<file path="src/rtl/assert_macros.svh">
// Assertion helper macros shared by the detector RTL.
// Included by the top module for its concurrent checks; no other dependencies.
`ifndef ASSERT_MACROS_SVH
`define ASSERT_MACROS_SVH

// Checked on every rising edge outside reset.
`define MBTD_ASSERT(label, clk, rst, prop, msg) \
   label: assert property (@(posedge clk) disable iff (rst) prop) else $error(msg);

// Checked on every rising edge, reset included.
`define MBTD_ASSERT_ALWAYS(label, clk, prop, msg) \
   label: assert property (@(posedge clk) prop) else $error(msg);

`endif

</file>
<file path="src/rtl/mbtd_pkg.sv">
// Package for the modulated beam trip detector: widths, register indexes,
// reset values and the flag bundle carried from the decision step onwards.
// Depends on nothing.
package mbtd_pkg;

   // Field widths.
   localparam int ADC_W     = 10;
   localparam int TIME_W    = 32;
   localparam int CNT_W     = 16;
   localparam int HOLD_W    = 16;
   localparam int RET_W     = 4;
   localparam int GOOD_W    = 3;
   localparam int SPEED_W   = 26;
   localparam int CSR_IDX_W = 3;
   localparam int CSR_DAT_W = 26;
   localparam int STEP_W    = 5;

   // Configuration register indexes.
   localparam logic [CSR_IDX_W-1:0] CSR_CHANGE_MARGIN   = 3'd0;
   localparam logic [CSR_IDX_W-1:0] CSR_MISS_LIMIT      = 3'd1;
   localparam logic [CSR_IDX_W-1:0] CSR_HOLD_MS         = 3'd2;
   localparam logic [CSR_IDX_W-1:0] CSR_RETURN_COUNT    = 3'd3;
   localparam logic [CSR_IDX_W-1:0] CSR_SPEED_NUMERATOR = 3'd4;

   // Register reset values.
   localparam logic [ADC_W-1:0]   MARGIN_RST     = 10'd10;
   localparam logic [CNT_W-1:0]   MISS_LIMIT_RST = 16'd20;
   localparam logic [HOLD_W-1:0]  HOLD_MS_RST    = 16'd200;
   localparam logic [RET_W-1:0]   RETURN_RST     = 4'd5;
   localparam logic [SPEED_W-1:0] NUMERATOR_RST  = 26'd28900000;

   // Counter limits.
   localparam logic [CNT_W-1:0]  MISS_MAX   = '1;
   localparam logic [RET_W-1:0]  BACK_MAX   = '1;
   localparam logic [GOOD_W-1:0] GOOD_LIMIT = 3'd3;

   // Last cycle of the bit-serial pass and of the divider.
   localparam logic [STEP_W-1:0] LAST_BIT_STEP = STEP_W'(TIME_W - 1);
   localparam logic [STEP_W-1:0] LAST_DIV_STEP = STEP_W'(SPEED_W - 1);

   // Decisions taken when a request is accepted, resolved when it finishes.
   typedef struct packed {
      logic trip;      // miss count passed the limit
      logic ev_start;  // trip newly declared
      logic ev_end;    // trip end confirmed, speed to be computed
   } step_flags_type;

endpackage

</file>
<file path="src/rtl/modulated_beam_trip_detector.sv">
// Top level of the modulated beam trip detector.
// Depends on mbtd_pkg and on assert_macros.svh for its checks.
//
// Usage
//   Requests arrive on req_* (valid/stall) and carry one ADC reading with its
//   microsecond and millisecond timestamps. Each request gives exactly one
//   response on rsp_*: laser level, LED level, trip flag, the three events
//   and the last computed speed.
//   The response is registered after the serial pass, or after the serial
//   pass and the divider when the request confirms a trip end, and req_stall
//   falls in that same cycle. Both timestamp differences and the hold-time
//   comparison run through shift registers (32 bits, 16 for hold_ms) one bit
//   per cycle, and the speed comes from a restoring divider that produces
//   one quotient bit per cycle. One request is processed at a time;
//   req_stall is high from acceptance until the response is registered.
//   The response register frees the engine: a new request may be accepted
//   while the previous response still waits. If the receiver stalls, a
//   finished request waits in its last step until the response register
//   is free. Reset (synchronous, active high) returns every register and
//   detector state to its reset value; there is no clearing pass.
//   The user must write registers through csr_* only while the block is idle; it is not enforced.
module modulated_beam_trip_detector
   import mbtd_pkg::*;
(
   input  logic                 clock,
   input  logic                 reset,
   // Configuration write port
   input  logic                 csr_wr_en,
   input  logic [CSR_IDX_W-1:0] csr_index,
   input  logic [CSR_DAT_W-1:0] csr_wdata,
   // Request channel
   input  logic                 req_valid,
   output logic                 req_stall,
   input  logic [ADC_W-1:0]     req_adc_sample,
   input  logic [TIME_W-1:0]    req_time_us,
   input  logic [TIME_W-1:0]    req_time_ms,
   // Response channel
   output logic                 rsp_valid,
   input  logic                 rsp_stall,
   output logic                 rsp_laser_drive,
   output logic                 rsp_indicator_led,
   output logic                 rsp_beam_tripped,
   output logic                 rsp_trip_start_event,
   output logic                 rsp_trip_clear_event,
   output logic                 rsp_trip_end_event,
   output logic [SPEED_W-1:0]   rsp_object_speed
);

`include "assert_macros.svh"

   // Sequencer codes.
   localparam logic [1:0] S_IDLE   = 2'd0;
   localparam logic [1:0] S_SERIAL = 2'd1;
   localparam logic [1:0] S_DIVIDE = 2'd2;
   localparam logic [1:0] S_FINISH = 2'd3;

   // Sequencer and response handshake.
   logic [1:0]        state_ff, state_in;
   logic [STEP_W-1:0] step_ff, step_in;
   logic              rsp_valid_ff, rsp_valid_in;

   // Configuration registers.
   logic [ADC_W-1:0]   margin_ff, margin_in;
   logic [CNT_W-1:0]   miss_limit_ff, miss_limit_in;
   logic [HOLD_W-1:0]  hold_ms_ff, hold_ms_in;
   logic [RET_W-1:0]   return_ff, return_in;
   logic [SPEED_W-1:0] numer_ff, numer_in;

   // Detector state.
   logic               laser_ff, laser_in;
   logic [ADC_W-1:0]   prev_ff, prev_in;
   logic [CNT_W-1:0]   miss_ff, miss_in;
   logic [GOOD_W-1:0]  good_ff, good_in;
   logic [RET_W-1:0]   back_ff, back_in;
   logic               tripped_ff, tripped_in;
   logic               ended_ff, ended_in;
   logic               led_ff, led_in;
   logic [TIME_W-1:0]  start_ff, start_in;
   logic [TIME_W-1:0]  end_ff, end_in;
   logic [TIME_W-1:0]  hold_start_ff, hold_start_in;
   logic [SPEED_W-1:0] speed_ff, speed_in;

   // Flags carried from acceptance to the finishing step.
   step_flags_type flags_ff, flags_in;

   // Bit-serial datapath: operands shift out LSB first.
   logic [TIME_W-1:0]  sh_now_ms_ff, sh_now_ms_in;
   logic [TIME_W-1:0]  sh_hstart_ff, sh_hstart_in;
   logic [HOLD_W-1:0]  sh_hold_ff, sh_hold_in;
   logic [TIME_W-1:0]  sh_end_ff, sh_end_in;
   logic [TIME_W-1:0]  sh_start_ff, sh_start_in;
   logic [TIME_W-1:0]  dur_ff, dur_in;
   logic               br_ms_ff, br_ms_in;
   logic               br_cmp_ff, br_cmp_in;
   logic               br_dur_ff, br_dur_in;

   // Divider: remainder and numerator/quotient shift register.
   logic [TIME_W-1:0]  rem_ff, rem_in;
   logic [SPEED_W-1:0] quo_ff, quo_in;

   // Response payload.
   logic               o_laser_ff, o_laser_in;
   logic               o_led_ff, o_led_in;
   logic               o_tripped_ff, o_tripped_in;
   logic               o_start_ff, o_start_in;
   logic               o_clear_ff, o_clear_in;
   logic               o_end_ff, o_end_in;
   logic [SPEED_W-1:0] o_speed_ff, o_speed_in;

   // Combinational working values.
   logic              accept;
   logic              rsp_free;
   logic              laser_new;
   logic              seen;
   logic [ADC_W:0]    prev_plus;
   logic [ADC_W:0]    rdg_plus;
   logic [CNT_W-1:0]  miss_a;
   logic [GOOD_W-1:0] good_a;
   logic [GOOD_W-1:0] good_t;
   logic [RET_W-1:0]  back_a;
   logic [RET_W-1:0]  back_b;
   logic [TIME_W-1:0] start_a;
   logic [TIME_W-1:0] end_b;
   logic              ended_b;
   logic              ev_end;
   logic              trip;
   logic              bit_ms;
   logic              bit_hs;
   logic              bit_hold;
   logic              bit_end;
   logic              bit_start;
   logic              diff_ms;
   logic              diff_dur;
   logic [TIME_W:0]   trial;

   assign accept    = req_valid && !req_stall;
   assign rsp_free  = !rsp_valid_ff || !rsp_stall;
   assign req_stall = (state_ff != S_IDLE);

   // Modulation check and counter updates for the request being accepted.
   always_comb begin
      laser_new = !laser_ff;
      prev_plus = {1'b0, prev_ff} + {1'b0, margin_ff};
      rdg_plus  = {1'b0, req_adc_sample} + {1'b0, margin_ff};
      // A rise beyond the margin with the laser on, a fall with it off.
      seen = laser_new ? ({1'b0, req_adc_sample} > prev_plus)
                       : ({1'b0, prev_ff} > rdg_plus);

      miss_a  = miss_ff;
      good_a  = good_ff;
      good_t  = good_ff + GOOD_W'(miss_ff != '0);
      back_a  = back_ff;
      start_a = start_ff;
      if (!seen) begin
         miss_a = (miss_ff != MISS_MAX) ? miss_ff + 1'b1 : miss_ff;
         back_a = '0;
      end else if (!tripped_ff) begin
         start_a = req_time_us;
         if (good_t > GOOD_LIMIT) begin
            miss_a = '0;
            good_a = '0;
         end else begin
            good_a = good_t;
         end
      end

      // Consecutive seen samples confirm that the beam has returned.
      back_b  = back_a;
      end_b   = end_ff;
      ended_b = ended_ff;
      ev_end  = 1'b0;
      if (seen && !ended_ff) begin
         back_b = (back_a != BACK_MAX) ? back_a + 1'b1 : back_a;
         if (back_b == RET_W'(1)) begin
            end_b = req_time_us;
         end
         if (back_b > return_ff) begin
            ended_b = 1'b1;
            ev_end  = 1'b1;
         end
      end

      trip = (miss_a > miss_limit_ff);
   end

   // Bit-serial subtractors: now_ms - hold_start, then that minus hold_ms,
   // and end stamp minus start stamp for the trip duration.
   always_comb begin
      bit_ms    = sh_now_ms_ff[0];
      bit_hs    = sh_hstart_ff[0];
      bit_hold  = sh_hold_ff[0];
      bit_end   = sh_end_ff[0];
      bit_start = sh_start_ff[0];
      diff_ms   = bit_ms ^ bit_hs ^ br_ms_ff;
      diff_dur  = bit_end ^ bit_start ^ br_dur_ff;
   end

   // Next-state logic.
   always_comb begin
      state_in      = state_ff;
      step_in       = step_ff;
      rsp_valid_in  = rsp_valid_ff;
      margin_in     = margin_ff;
      miss_limit_in = miss_limit_ff;
      hold_ms_in    = hold_ms_ff;
      return_in     = return_ff;
      numer_in      = numer_ff;
      laser_in      = laser_ff;
      prev_in       = prev_ff;
      miss_in       = miss_ff;
      good_in       = good_ff;
      back_in       = back_ff;
      tripped_in    = tripped_ff;
      ended_in      = ended_ff;
      led_in        = led_ff;
      start_in      = start_ff;
      end_in        = end_ff;
      hold_start_in = hold_start_ff;
      speed_in      = speed_ff;
      flags_in      = flags_ff;
      sh_now_ms_in  = sh_now_ms_ff;
      sh_hstart_in  = sh_hstart_ff;
      sh_hold_in    = sh_hold_ff;
      sh_end_in     = sh_end_ff;
      sh_start_in   = sh_start_ff;
      dur_in        = dur_ff;
      br_ms_in      = br_ms_ff;
      br_cmp_in     = br_cmp_ff;
      br_dur_in     = br_dur_ff;
      rem_in        = rem_ff;
      quo_in        = quo_ff;
      o_laser_in    = o_laser_ff;
      o_led_in      = o_led_ff;
      o_tripped_in  = o_tripped_ff;
      o_start_in    = o_start_ff;
      o_clear_in    = o_clear_ff;
      o_end_in      = o_end_ff;
      o_speed_in    = o_speed_ff;
      trial         = {rem_ff, quo_ff[SPEED_W-1]} - {1'b0, dur_ff};

      // Configuration writes; indexes beyond the list are ignored.
      if (csr_wr_en) begin
         unique case (csr_index)
            CSR_CHANGE_MARGIN:   margin_in     = csr_wdata[ADC_W-1:0];
            CSR_MISS_LIMIT:      miss_limit_in = csr_wdata[CNT_W-1:0];
            CSR_HOLD_MS:         hold_ms_in    = csr_wdata[HOLD_W-1:0];
            CSR_RETURN_COUNT:    return_in     = csr_wdata[RET_W-1:0];
            CSR_SPEED_NUMERATOR: numer_in      = csr_wdata[SPEED_W-1:0];
            default: ;
         endcase
      end

      // The response register empties when the receiver takes it.
      if (rsp_valid_ff && !rsp_stall) begin
         rsp_valid_in = 1'b0;
      end

      unique case (state_ff)
         S_IDLE: begin
            if (accept) begin
               // Everything but the hold-time branch is settled here.
               laser_in = laser_new;
               prev_in  = req_adc_sample;
               back_in  = back_b;
               start_in = start_a;
               end_in   = end_b;
               flags_in.trip     = trip;
               flags_in.ev_start = trip && !tripped_ff;
               flags_in.ev_end   = ev_end;
               if (trip) begin
                  ended_in      = tripped_ff ? ended_b : 1'b0;
                  hold_start_in = req_time_ms;
                  miss_in       = '0;
                  good_in       = '0;
               end else begin
                  ended_in = ended_b;
                  miss_in  = miss_a;
                  good_in  = good_a;
               end
               // Load the serial operands; the hold test uses the old start.
               sh_now_ms_in = req_time_ms;
               sh_hstart_in = hold_start_ff;
               sh_hold_in   = hold_ms_ff;
               sh_end_in    = end_b;
               sh_start_in  = start_a;
               br_ms_in     = 1'b0;
               br_cmp_in    = 1'b0;
               br_dur_in    = 1'b0;
               step_in      = '0;
               state_in     = S_SERIAL;
            end
         end

         S_SERIAL: begin
            // One bit of each subtraction per cycle, LSB first.
            br_ms_in  = (!bit_ms && bit_hs) || (!(bit_ms ^ bit_hs) && br_ms_ff);
            br_cmp_in = (!diff_ms && bit_hold) || (!(diff_ms ^ bit_hold) && br_cmp_ff);
            br_dur_in = (!bit_end && bit_start) || (!(bit_end ^ bit_start) && br_dur_ff);
            dur_in       = {diff_dur, dur_ff[TIME_W-1:1]};
            sh_now_ms_in = {1'b0, sh_now_ms_ff[TIME_W-1:1]};
            sh_hstart_in = {1'b0, sh_hstart_ff[TIME_W-1:1]};
            sh_hold_in   = {1'b0, sh_hold_ff[HOLD_W-1:1]};
            sh_end_in    = {1'b0, sh_end_ff[TIME_W-1:1]};
            sh_start_in  = {1'b0, sh_start_ff[TIME_W-1:1]};
            step_in      = step_ff + 1'b1;
            if (step_ff == LAST_BIT_STEP) begin
               step_in = '0;
               if (flags_ff.ev_end) begin
                  rem_in   = '0;
                  quo_in   = numer_ff;
                  state_in = S_DIVIDE;
               end else begin
                  state_in = S_FINISH;
               end
            end
         end

         S_DIVIDE: begin
            // Restoring division, one quotient bit per cycle. A zero duration
            // never borrows, so the quotient saturates to all ones by itself.
            if (!trial[TIME_W]) begin
               rem_in = trial[TIME_W-1:0];
               quo_in = {quo_ff[SPEED_W-2:0], 1'b1};
            end else begin
               rem_in = {rem_ff[TIME_W-2:0], quo_ff[SPEED_W-1]};
               quo_in = {quo_ff[SPEED_W-2:0], 1'b0};
            end
            step_in = step_ff + 1'b1;
            if (step_ff == LAST_DIV_STEP) begin
               step_in  = '0;
               state_in = S_FINISH;
            end
         end

         S_FINISH: begin
            if (rsp_free) begin
               o_tripped_in = tripped_ff;
               o_led_in     = led_ff;
               o_clear_in   = 1'b0;
               if (flags_ff.trip) begin
                  tripped_in   = 1'b1;
                  led_in       = 1'b1;
                  o_tripped_in = 1'b1;
                  o_led_in     = 1'b1;
               end else if (!br_cmp_ff) begin
                  // Hold time has run out.
                  tripped_in   = 1'b0;
                  led_in       = 1'b0;
                  o_tripped_in = 1'b0;
                  o_led_in     = 1'b0;
                  o_clear_in   = tripped_ff;
               end
               if (flags_ff.ev_end) begin
                  speed_in   = quo_ff;
                  o_speed_in = quo_ff;
               end else begin
                  o_speed_in = speed_ff;
               end
               o_laser_in   = laser_ff;
               o_start_in   = flags_ff.ev_start;
               o_end_in     = flags_ff.ev_end;
               rsp_valid_in = 1'b1;
               state_in     = S_IDLE;
            end
         end

         default: state_in = S_IDLE;
      endcase
   end

   // Control and detector state, cleared by reset.
   always_ff @(posedge clock) begin
      if (reset) begin
         state_ff      <= S_IDLE;
         step_ff       <= '0;
         rsp_valid_ff  <= 1'b0;
         margin_ff     <= MARGIN_RST;
         miss_limit_ff <= MISS_LIMIT_RST;
         hold_ms_ff    <= HOLD_MS_RST;
         return_ff     <= RETURN_RST;
         numer_ff      <= NUMERATOR_RST;
         laser_ff      <= 1'b0;
         prev_ff       <= '0;
         miss_ff       <= '0;
         good_ff       <= '0;
         back_ff       <= '0;
         tripped_ff    <= 1'b0;
         ended_ff      <= 1'b1;
         led_ff        <= 1'b1;
         start_ff      <= '0;
         end_ff        <= '0;
         hold_start_ff <= '0;
         speed_ff      <= '0;
         flags_ff      <= '0;
      end else begin
         state_ff      <= state_in;
         step_ff       <= step_in;
         rsp_valid_ff  <= rsp_valid_in;
         margin_ff     <= margin_in;
         miss_limit_ff <= miss_limit_in;
         hold_ms_ff    <= hold_ms_in;
         return_ff     <= return_in;
         numer_ff      <= numer_in;
         laser_ff      <= laser_in;
         prev_ff       <= prev_in;
         miss_ff       <= miss_in;
         good_ff       <= good_in;
         back_ff       <= back_in;
         tripped_ff    <= tripped_in;
         ended_ff      <= ended_in;
         led_ff        <= led_in;
         start_ff      <= start_in;
         end_ff        <= end_in;
         hold_start_ff <= hold_start_in;
         speed_ff      <= speed_in;
         flags_ff      <= flags_in;
      end
   end

   // Datapath and response payload, no reset needed.
   always_ff @(posedge clock) begin
      sh_now_ms_ff <= sh_now_ms_in;
      sh_hstart_ff <= sh_hstart_in;
      sh_hold_ff   <= sh_hold_in;
      sh_end_ff    <= sh_end_in;
      sh_start_ff  <= sh_start_in;
      dur_ff       <= dur_in;
      br_ms_ff     <= br_ms_in;
      br_cmp_ff    <= br_cmp_in;
      br_dur_ff    <= br_dur_in;
      rem_ff       <= rem_in;
      quo_ff       <= quo_in;
      o_laser_ff   <= o_laser_in;
      o_led_ff     <= o_led_in;
      o_tripped_ff <= o_tripped_in;
      o_start_ff   <= o_start_in;
      o_clear_ff   <= o_clear_in;
      o_end_ff     <= o_end_in;
      o_speed_ff   <= o_speed_in;
   end

   // Response ports.
   assign rsp_valid            = rsp_valid_ff;
   assign rsp_laser_drive      = o_laser_ff;
   assign rsp_indicator_led    = o_led_ff;
   assign rsp_beam_tripped     = o_tripped_ff;
   assign rsp_trip_start_event = o_start_ff;
   assign rsp_trip_clear_event = o_clear_ff;
   assign rsp_trip_end_event   = o_end_ff;
   assign rsp_object_speed     = o_speed_ff;

   // Checks.
   `MBTD_ASSERT(a_accept_starts_serial, clock, reset, accept |=> (state_ff == S_SERIAL), "accepted request did not start the serial pass")
   `MBTD_ASSERT(a_divide_needs_end, clock, reset, (state_ff == S_DIVIDE) |-> flags_ff.ev_end, "divider running without a trip end")
   `MBTD_ASSERT(a_start_not_clear, clock, reset, rsp_valid_ff |-> !(o_start_ff && o_clear_ff), "trip start and clear in one response")
   `MBTD_ASSERT(a_start_sets_flags, clock, reset, (rsp_valid_ff && o_start_ff) |-> (o_tripped_ff && o_led_ff), "trip start without trip flag and LED")
   `MBTD_ASSERT_ALWAYS(a_no_load_while_busy, clock, (rsp_valid_ff && rsp_stall && state_ff == S_FINISH) |=> (state_ff == S_FINISH), "finished request left while response was stalled")

endmodule

</file>
<file path="config.mk">
export PLATFORM = sky130hd
export DESIGN_NAME = modulated_beam_trip_detector
export DESIGN_NICKNAME = d
export VERILOG_FILES = /design/src/rtl/mbtd_pkg.sv /design/src/rtl/modulated_beam_trip_detector.sv
export VERILOG_INCLUDE_DIRS = /design/src /design/src/rtl
export SDC_FILE = /design/constraint.sdc
export NUM_CORES = 1
export LEC_CHECK = 0
export BUFFER_PORTS_ARGS = -buffer_cell sky130_fd_sc_hd__buf_2
export CAP_MARGIN = 20
export CORE_AREA = 2 2 175 263
export DETAILED_ROUTE_END_ITERATION = 10
export DIE_AREA = 0 0 177 265
export PLACE_DENSITY = 0.81
export REMOVE_ABC_BUFFERS = 1
export SKIP_CTS_REPAIR_TIMING = 1
export SLEW_MARGIN = 20
export SYNTH_ARGS = -nofsm -noshare
export SYNTH_HDL_FRONTEND = slang
export SYNTH_SLANG_ARGS = --single-unit
</file>
<file path="constraint.sdc">
create_clock -name clock -period 15.06 [get_ports clock]
set_input_delay 4.518 -clock clock [delete_from_list [all_inputs] [get_ports clock]]
set_output_delay 4.518 -clock clock [all_outputs]
set_load 0.01 [all_outputs]
</file>
---- After elaboration in Yosys (flattened, before gate mapping) ----
Index checks and enable logic that the tools add are counted.
operators by class
  multiply operators ...................... 0
  add/subtract/negate cells ............... 7
  eq/ne operators ......................... 18
  mux-type cells .......................... 63
  bitwise logic cells ..................... 5
  magnitude comparators ................... 5
  shift-type cells ........................ 0
  divide/modulo/power cells ............... 0
  reduce and logical (&&, ||, !) cells .... 48
operator list
  cell                                                              count
  32-bit 2-to-1 mux                                                 11
  32-bit one-hot mux with 2 select lines                            5
  16-bit 2-to-1 mux                                                 6
  26-bit 2-to-1 mux                                                 3
  26-bit one-hot mux with 2 select lines                            1
  33-bit by 32-bit subtractor with 33-bit output                    1
  16-bit one-hot mux with 2 select lines                            1
  10-bit by 10-bit adder with 11-bit output                         2
  10-bit by 11-bit greater-than comparator with 1-bit output        2
  2-bit AND reduction                                               9
  1-bit 2-to-1 mux                                                  17
  16-bit by 1-bit adder with 16-bit output (second input constant)  1
  16-bit greater-than comparator                                    1
  16-bit != test (second input constant)                            1
  16-bit nonzero test                                               1
  5-bit 2-to-1 mux                                                  3
  5-bit one-hot mux with 3 select lines                             1
  1-bit logical NOT                                                 12
  3-bit 2-to-1 mux                                                  4
  4-bit 2-to-1 mux                                                  3
  5-bit equality test (second input constant)                       2
  1-bit logical AND                                                 10
  2-bit != test (second input constant)                             5
  2-bit 2-to-1 mux                                                  4
  24 further kinds                                                  40
storage, ports and cells
  ROM bits ................................ 0
  register bits ........................... 511
  bits in writable memories ............... 0
  memories ................................ 0
  output and inout bits ................... 34
  latch bits .............................. 0

---- Depth between registers and ports, before layout ----
Gate-level depths: netlist of the first run.
  depth after elaboration ................. 11
  mapped depth ............................ 34

---- Worst setup path after synthesis of the first run ----
Ideal clock, no wire load.
  path type ............................... flip-flop to flip-flop
  start ................................... reg state_ff[0]
  end ..................................... reg br_cmp_ff, enable pin
  setup time .............................. 0.856 ns
  buffers on the path ..................... 1
  stages on the path, launching flop included .. 5
  clock period less this slack ............ 12.918 ns
  data required time ...................... 14.204 ns
  arrival ................................. 12.062 ns
  path slack .............................. 2.142 ns
  cell sequence ........................... dfxtp_1 > ha_1 > clkbuf_1 > inv_1 > o21ai_0
between the ends
  cells in the longest elaborated chain, start to end .. 5
  elaborated cells between the ends (all ways) .. 8
  classes of those cells .................. eq/ne: 2; reduce/logical: 6
ends and longest elaborated chain
  what                                    RTL line                             text
  start, declared                         modulated_beam_trip_detector.sv:58   logic [1:0] state_ff, state_in;
  start signal, assigned                  modulated_beam_trip_detector.sv:396  state_ff <= state_in;
  2-bit nonzero test                      modulated_beam_trip_detector.sv:138  assign req_stall = (state_ff != S_IDLE);
  1-bit logical NOT                       modulated_beam_trip_detector.sv:136  assign accept = req_valid && !req_stall;
  1-bit logical AND                       modulated_beam_trip_detector.sv:136
  2-bit != test (no source line)          -
  2-bit AND reduction (no source line) *  -
  end signal, assigned                    modulated_beam_trip_detector.sv:429  br_cmp_ff <= br_cmp_in;
  end, declared                           modulated_beam_trip_detector.sv:94   logic br_cmp_ff, br_cmp_in;
Every way passes the cells marked *; elsewhere a longest branch is shown, timed or not.
A chain may end at the register's enable or synchronous reset.

---- Worst setup path after layout of the first run ----
  start ................................... in req_adc_sample[0]
  end ..................................... reg miss_ff[1]
between the ends
  cells in the longest elaborated chain, start to end .. 6
  elaborated cells between the ends (all ways) .. 7
  classes of those cells .................. add/sub: 1; order compare: 3; mux: 3
ends and longest elaborated chain
  what                                                        RTL line                             text
  start, declared                                             modulated_beam_trip_detector.sv:34   input logic [ADC_W-1:0] req_adc_sample,
  10-bit by 10-bit adder with 11-bit output                   modulated_beam_trip_detector.sv:144  rdg_plus = {1'b0, req_adc_sample} + {1'b0, margin_ff};
  10-bit by 11-bit greater-than comparator with 1-bit output  modulated_beam_trip_detector.sv:147  : ({1'b0, prev_ff} > rdg_plus);
  1-bit 2-to-1 mux *                                          modulated_beam_trip_detector.sv:146  seen = laser_new ? ({1'b0, req_adc_sample} > prev_plus)
  16-bit 2-to-1 mux *                                         modulated_beam_trip_detector.sv:154  if (!seen) begin
  16-bit greater-than comparator                              modulated_beam_trip_detector.sv:183  trip = (miss_a > miss_limit_ff);
  16-bit 2-to-1 mux *                                         modulated_beam_trip_detector.sv:270  if (trip) begin
  end signal, assigned                                        modulated_beam_trip_detector.sv:406  miss_ff <= miss_in;
  end, declared                                               modulated_beam_trip_detector.sv:72   logic [CNT_W-1:0] miss_ff, miss_in;
Marked as above.

==> metrics.csv, run 1 <==
metric,value,unit
gr usage total,22.7,%
Peak VDD IR,0.132,mV
first-pass GRT wire length,86600,µm
# fillers,3548,
Clock Latency Late Sink,590,ps
synthesized area,0.0242,mm²
Placer Congestion,0.902,
Ys Warns,0,
Syn Area/Cell,10.5,µm²
Power Density,166,mW/mm²
fin nets,2607,
Main synth FF type,edfxtp_1,
Inst Count DP,2921,
"Async S/R FF share, synth",0,%
"antenna viol nets, final",0,
clock root buffer,clkbuf_16,
Starting Density,54.4,%
Mapped Cells,2300,
WHS,440,ps
CORE AREA,0.0446,mm²
synth top area cells,"edfxtp_1 33%, dfxtp_1 20%, mux2i_1 6.3%, nand2_1 6.2%, mux2_2 5.9%",
cell taking the most area after synthesis,edfxtp_1,
Final HPWL DP,35800,µm
worst slew pin tran,1100,ps
CP max FO,19,
cts bufs inserted,48,
Final Hold Vio Count,0,
register area,0.0129,mm²
GRT overflow,0,
DR iter-0 viols,1006,
reg2reg path depth,27,
share of cells above drive strength 1,15.8,%
DR pass1 iterations,6,
Final min period,10940,ps
via/cell ratio,5.72,
top-area cell type share of the netlist area,33.3,%
Seq cells post-synth,511,
pins over their slew limit,0,
Layout area overhead,11.4,%
HP Class,flop to flop,
WP data arrival,11450,ps
die width,177,µm
routed len/inst,17.9,µm
RSZ-0062 raised after global routing,false,
Ports,142,
largest net degree at the start of global routing,102,
clk_skew,31.7,ps
slew margin rel.,26.4,%
die area,0.0469,mm²
Clock transition at path regs,60,ps
CP startpoint kind,input port,
initial antenna violation count,8,
DRC,0,
routed vias,17234,
worst path required time,15570,ps
Leak,10.5,nW
status,completed,
CTS tree,yes,
"non-filler cells, final",3012,
setup violators final,0,
Crit Path Category,input port to flop,
sequential share of the synthesized area,53.3,%
Max clock buf depth,3,
Tcrit/Tclk final,72.6,%
vias in the first global route,17841,
maximum level of the CTS H-tree,2,
max-cap violation count,0,
area occupied by multi-input gates,0.0106,mm²
Die Ht,265,µm
Post-synth EDFFs,269,
Clock Sinks,511,
# rows,95,
"Distinct cells, synth",68,
CP Capture Type,flop,
IO Port Bufs,141,
f_max,91.4,MHz
final WL,53900,µm
Min-Delay Path Depth,0,
## path summary, 6_finish.rpt
path                           from                   end  slack, ps
hold / removal          flags_ff[1]  rsp_trip_start_event        440
setup reg to reg       margin_ff[1]            miss_ff[1]       7600
hold reg to reg         flags_ff[1]  rsp_trip_start_event        440
setup / recovery  req_adc_sample[0]            miss_ff[1]       4120
## critical path, cell delays in order
cell and delay, ps:
buf_2 120, ha_1 220, fa_1 410, a21o_1 180, a21oi_1 230, nor2b_1 80, o21a_1 220, o21ai_0 210
nand2b_1 80, a21oi_1 170, xor2_1 190, ha_1 270, a21o_1 160, a21oi_1 260, a221oi_4 170, nor2_2 660
nand2_1 360, o211ai_1 260, o31ai_1 100, ha_1 310, nand4_1 140, nor4_1 310, nand4_1 190, a21oi_1 280
nand3_1 590, o31ai_1 580, a32o_1 180
## synth_stat cells, drive strengths merged, types with 11 or more instances
cell type    n
a21o        30
buf         29
nand3       33
ha         105
xnor2       23
inv         89
nor2b       22
edfxtp     269
mux2       128
xor2        24
nor3        20
nand2b      16
nand4       12
clkbuf      90
o21ai      100
a21oi      187
dfxtp      242
nand3b      22
nor2       144
and2        11
and3        15
nand2      401
mux2i      152
o211ai      11
## cells in the final DEF (no fill, tap or decap), drive strengths merged, types with 11 or more instances in the layout
cell type	synthesis	final
mux2	128	128
xnor2	23	23
o211ai	11	11
and3	15	15
nor3	20	20
nand2	401	401
edfxtp	269	269
nand3	33	33
nand4	12	12
dfxtp	242	242
and2	11	11
nor2b	22	22
mux2i	152	152
o21ai	100	100
clkinv	0	13
xor2	24	24
nand3b	22	22
ha	105	105
a21oi	187	187
clkbuf	90	70
inv	89	90
buf	29	158
a21o	30	30
nor2	144	144
nand2b	16	16
## layer usage
layer  track usage (%)  vias up  wire length [µm]
li1                  -     8323                 -
met1              24.6     8305             20500
met2              42.3      450             28300
met3              4.20      146              2820
met4              10.0       10              2160
met5                 0        -                59
## kinds of logic (layout without fill, tap and decap cells)
family          Yosys count  after routing  synth area share [%]
compound gates          425            425                  10.5
xor+xnor                 47             47                  1.70
fa+ha+maj               110            110                  5.83
buf+inv                 208            337                  3.45
flops                   511            511                  53.3
mux                     280            280                  12.2
other cells               0              1                     0
simple gates            719            719                  13.0
## state kept, by name, summed over array words and instances, names as in the netlist, 5 cells and up
register,flops
margin_ff,10
sh_start_ff,32
sh_hold_ff,16
speed_ff,26
start_ff,32
end_ff,32
dur_ff,32
hold_ms_ff,16
miss_limit_ff,16
step_ff,5
quo_ff,26
hold_start_ff,32
rsp_object_speed,26
sh_end_ff,32
miss_ff,16
numer_ff,26
rem_ff,32
prev_ff,10
sh_now_ms_ff,32
sh_hstart_ff,32
## power breakdown
group | internal, mW | total [mW] | switching [mW] | leakage, nW
sequential | 1.87 | 1.99 | 0.116 | 4.51
combinational | 0.482 | 1.27 | 0.783 | 5.20
clock | 0.700 | 1.23 | 0.531 | 0.773
total | 3.06 | 4.49 | 1.43 | 10.5
## layout make-up
type,count,area share [%]
tap,582,2.70
antenna,1,0.00927
clock inverter,20,0.899
multi-input combinational,1581,39.2
inverter,89,1.24
timing repair buffer,158,3.11
sequential,511,47.9
clock buffer,70,5.02
## per-stage QoR
step / TNS (ps) / cell area, µm² / util [%] / power, mW / setup WS, ps
after floorplan: -292230 / 23700 / - / 3.03 / -1990
after global placement: 0 / 25400 / 57.0 / 3.22 / 3740
after detailed placement: 0 / 25400 / 57.0 / 3.28 / 3630
after CTS: 0 / 27000 / 60.6 / 4.51 / 4190
after global routing: 0 / 27000 / 60.6 / 4.72 / 3540
final: 0 / 27000 / 60.6 / 4.49 / 4120
(Power assumes the default switching activity.)
==> run 2: changes to the inputs <==
==> constraint.sdc (replaced) <==
create_clock -name clock -period 10.3 [get_ports clock]
set_input_delay 3.09 -clock clock [delete_from_list [all_inputs] [get_ports clock]]
set_output_delay 3.09 -clock clock [all_outputs]
set_load 0.01 [all_outputs]
==> metrics.csv, run 2 (synthesis gave the netlist of run 1 again) <==
metric,value,unit,change
R2R Path Start,margin_ff[1],,
CP startpoint kind,input port,,
maximum level of the CTS H-tree,2,,unchanged
gr usage total,22.8,%,+0.16 points
Clock Latency Late Sink,590,ps,about the same
"antenna viol nets, final",0,,unchanged
fin nets,2611,,+0.15%
pre-CTS WS,865,ps,-2760 ps
reg-to-reg endpoint,miss_ff[4],,
CORE AREA,0.0446,mm²,unchanged
slew margin rel.,25.5,%,-0.96 points
status,completed,,
DR iter-0 viols,1041,,+3.5%
Layout area overhead,11.5,%,
fin util,60.7,%,+0.073 points
WP data arrival,9430,ps,-2020 ps
Leak,10.5,nW,+0.20%
reg2reg path depth,30,,+11%
clock root buffer,clkbuf_16,,
cts bufs inserted,49,,+2.1%
initial antenna violation count,7,,-1
Peak VDD IR,0.194,mV,+47%
via/cell ratio,5.70,,-0.45%
WHS Endpoint,dur_ff[17],,
RSZ-0062 raised after global routing,false,,
pins over their slew limit,0,,unchanged
post-route setup slack,1400,ps,-2720 ps
HP Class,flop to flop,,
hold_sp,dur_ff[18],,
IO Port Bufs,141,,unchanged
setup violators final,0,,unchanged
largest net degree at the start of global routing,111,,+8.8%
Ports,142,,unchanged
Max clock buf depth,3,,unchanged
Final min period,8900,ps,
R2R setup slack,3370,ps,-4230 ps
Die Ht,265,µm,unchanged
Placer Congestion,0.880,,-2.5%
Final HPWL DP,35800,µm,about the same
Tcrit/Tclk final,86.4,%,
Min-Delay Path Depth,0,,unchanged
DR pass1 iterations,5,,-1
Starting Density,54.4,%,unchanged
# rows,95,,unchanged
DRC,0,,unchanged
"most common cell after layout, fill and taps aside",nand2_1,,
max-cap violation count,0,,unchanged
GRT overflow,0,,unchanged
final WL,54100,µm,+0.40%
Final Hold Vio Count,0,,unchanged
slowest cell on the critical path,a221oi_4,,
f_max,112,MHz,
share of cells above drive strength 1,16.0,%,+0.21 points
worst path required time,10830,ps,-4740 ps
worst slew pin tran,1120,ps,+14.4 ps
die area,0.0469,mm²,unchanged
die width,177,µm,unchanged
"Largest stage delay, worst path",530,ps,-130 ps
CP Capture Type,flop,,
CTS tree,yes,,
first-pass GRT wire length,86900,µm,+0.41%
Clock Sinks,511,,unchanged
Power Density,242,mW/mm²,+46%
Crit Path Category,input port to flop,,
routed vias,17196,,-0.22%
vias in the first global route,17701,,-0.78%
CP max FO,12,,-7
clk_skew,40.0,ps,+8.27 ps
routed len/inst,17.9,µm,+0.16%
"leading cell types in the layout, fill and taps excluded","401 x nand2_1, 269 x edfxtp_1, 242 x dfxtp_1, 186 x a21oi_1, 152 x mux2i_1",,
Clock transition at path regs,60,ps,about the same
## run 2: changes by cell type in the layout (fill, tap and decap cells not counted), sizes merged
cell	delta
inv	+4
clkbuf	+1
bufinv	-2
buf	+3
diode	+2
clkinvlp	-1
## run 2: worst max-delay path: cells and delay by family
| kind | cells | cell delay [ps] |
|---|---|---|
| buffers and inverters | 2 | 430 |
| adder cells (fa/ha/maj) | 4 | 1180 |
| AND/OR/NAND/NOR | 9 | 1610 |
| XOR/XNOR | 1 | 90 |
| AO/OA/AOI/OAI | 14 | 3010 |
## run 2: where the power goes
group / total (mW) / leakage, nW / internal, mW / switching (mW)
sequential: 2.91 / 4.51 / 2.74 / 0.172
clock: 1.78 / 0.777 / 0.995 / 0.785
combinational: 1.86 / 5.22 / 0.711 / 1.15
## run 2: how the worst max path moves through the flow
stage,start,to
CTS,req_adc_sample[0],miss_ff[3]
floorplan,state_ff[0],br_cmp_ff
global route,req_adc_sample[0],miss_ff[4]
detailed placement,req_adc_sample[0],miss_ff[3]
global placement,req_adc_sample[0],miss_ff[3]
finish,req_adc_sample[0],miss_ff[4]
## run 2: per-stage QoR
stage | instance area (µm²) | hold WS [ps] | power, mW | TNS (ps) | std cells
after detailed placement | 25400 | 423 | 4.80 | 0 | 2924
after CTS | 27000 | 444 | 6.60 | 0 | 3016
after global placement | 25400 | 420 | 4.73 | 0 | 2924
after global routing | 27000 | 459 | 6.89 | 0 | 3018
after floorplan | 23700 | 408 | 4.43 | -1085730 | 2181
final | 27000 | 443 | 6.56 | 0 | 3019
## run 2: layout make-up
type                       count  area [µm²]
antenna                        3        7.51
clock buffer                  71        1380
clock inverter                21         211
fill                        3612       17500
inverter                      89         334
multi-input combinational   1581       10600
sequential                   511       12900
tap                          582         728
timing repair buffer         161         875
## run 2: routing by layer
metal / global-route usage [%] / vias to the layer above / share of wire [%] / wire (µm)
met1: 24.7 / 8325 / 38 / 20400
met2: 43.5 / 415 / 54 / 29100
li1: - / 8323 / - / -
met5: 0 / - / 0.083 / 45
met4: 8.44 / 8 / 3.1 / 1700
met3: 4.17 / 125 / 5.3 / 2880
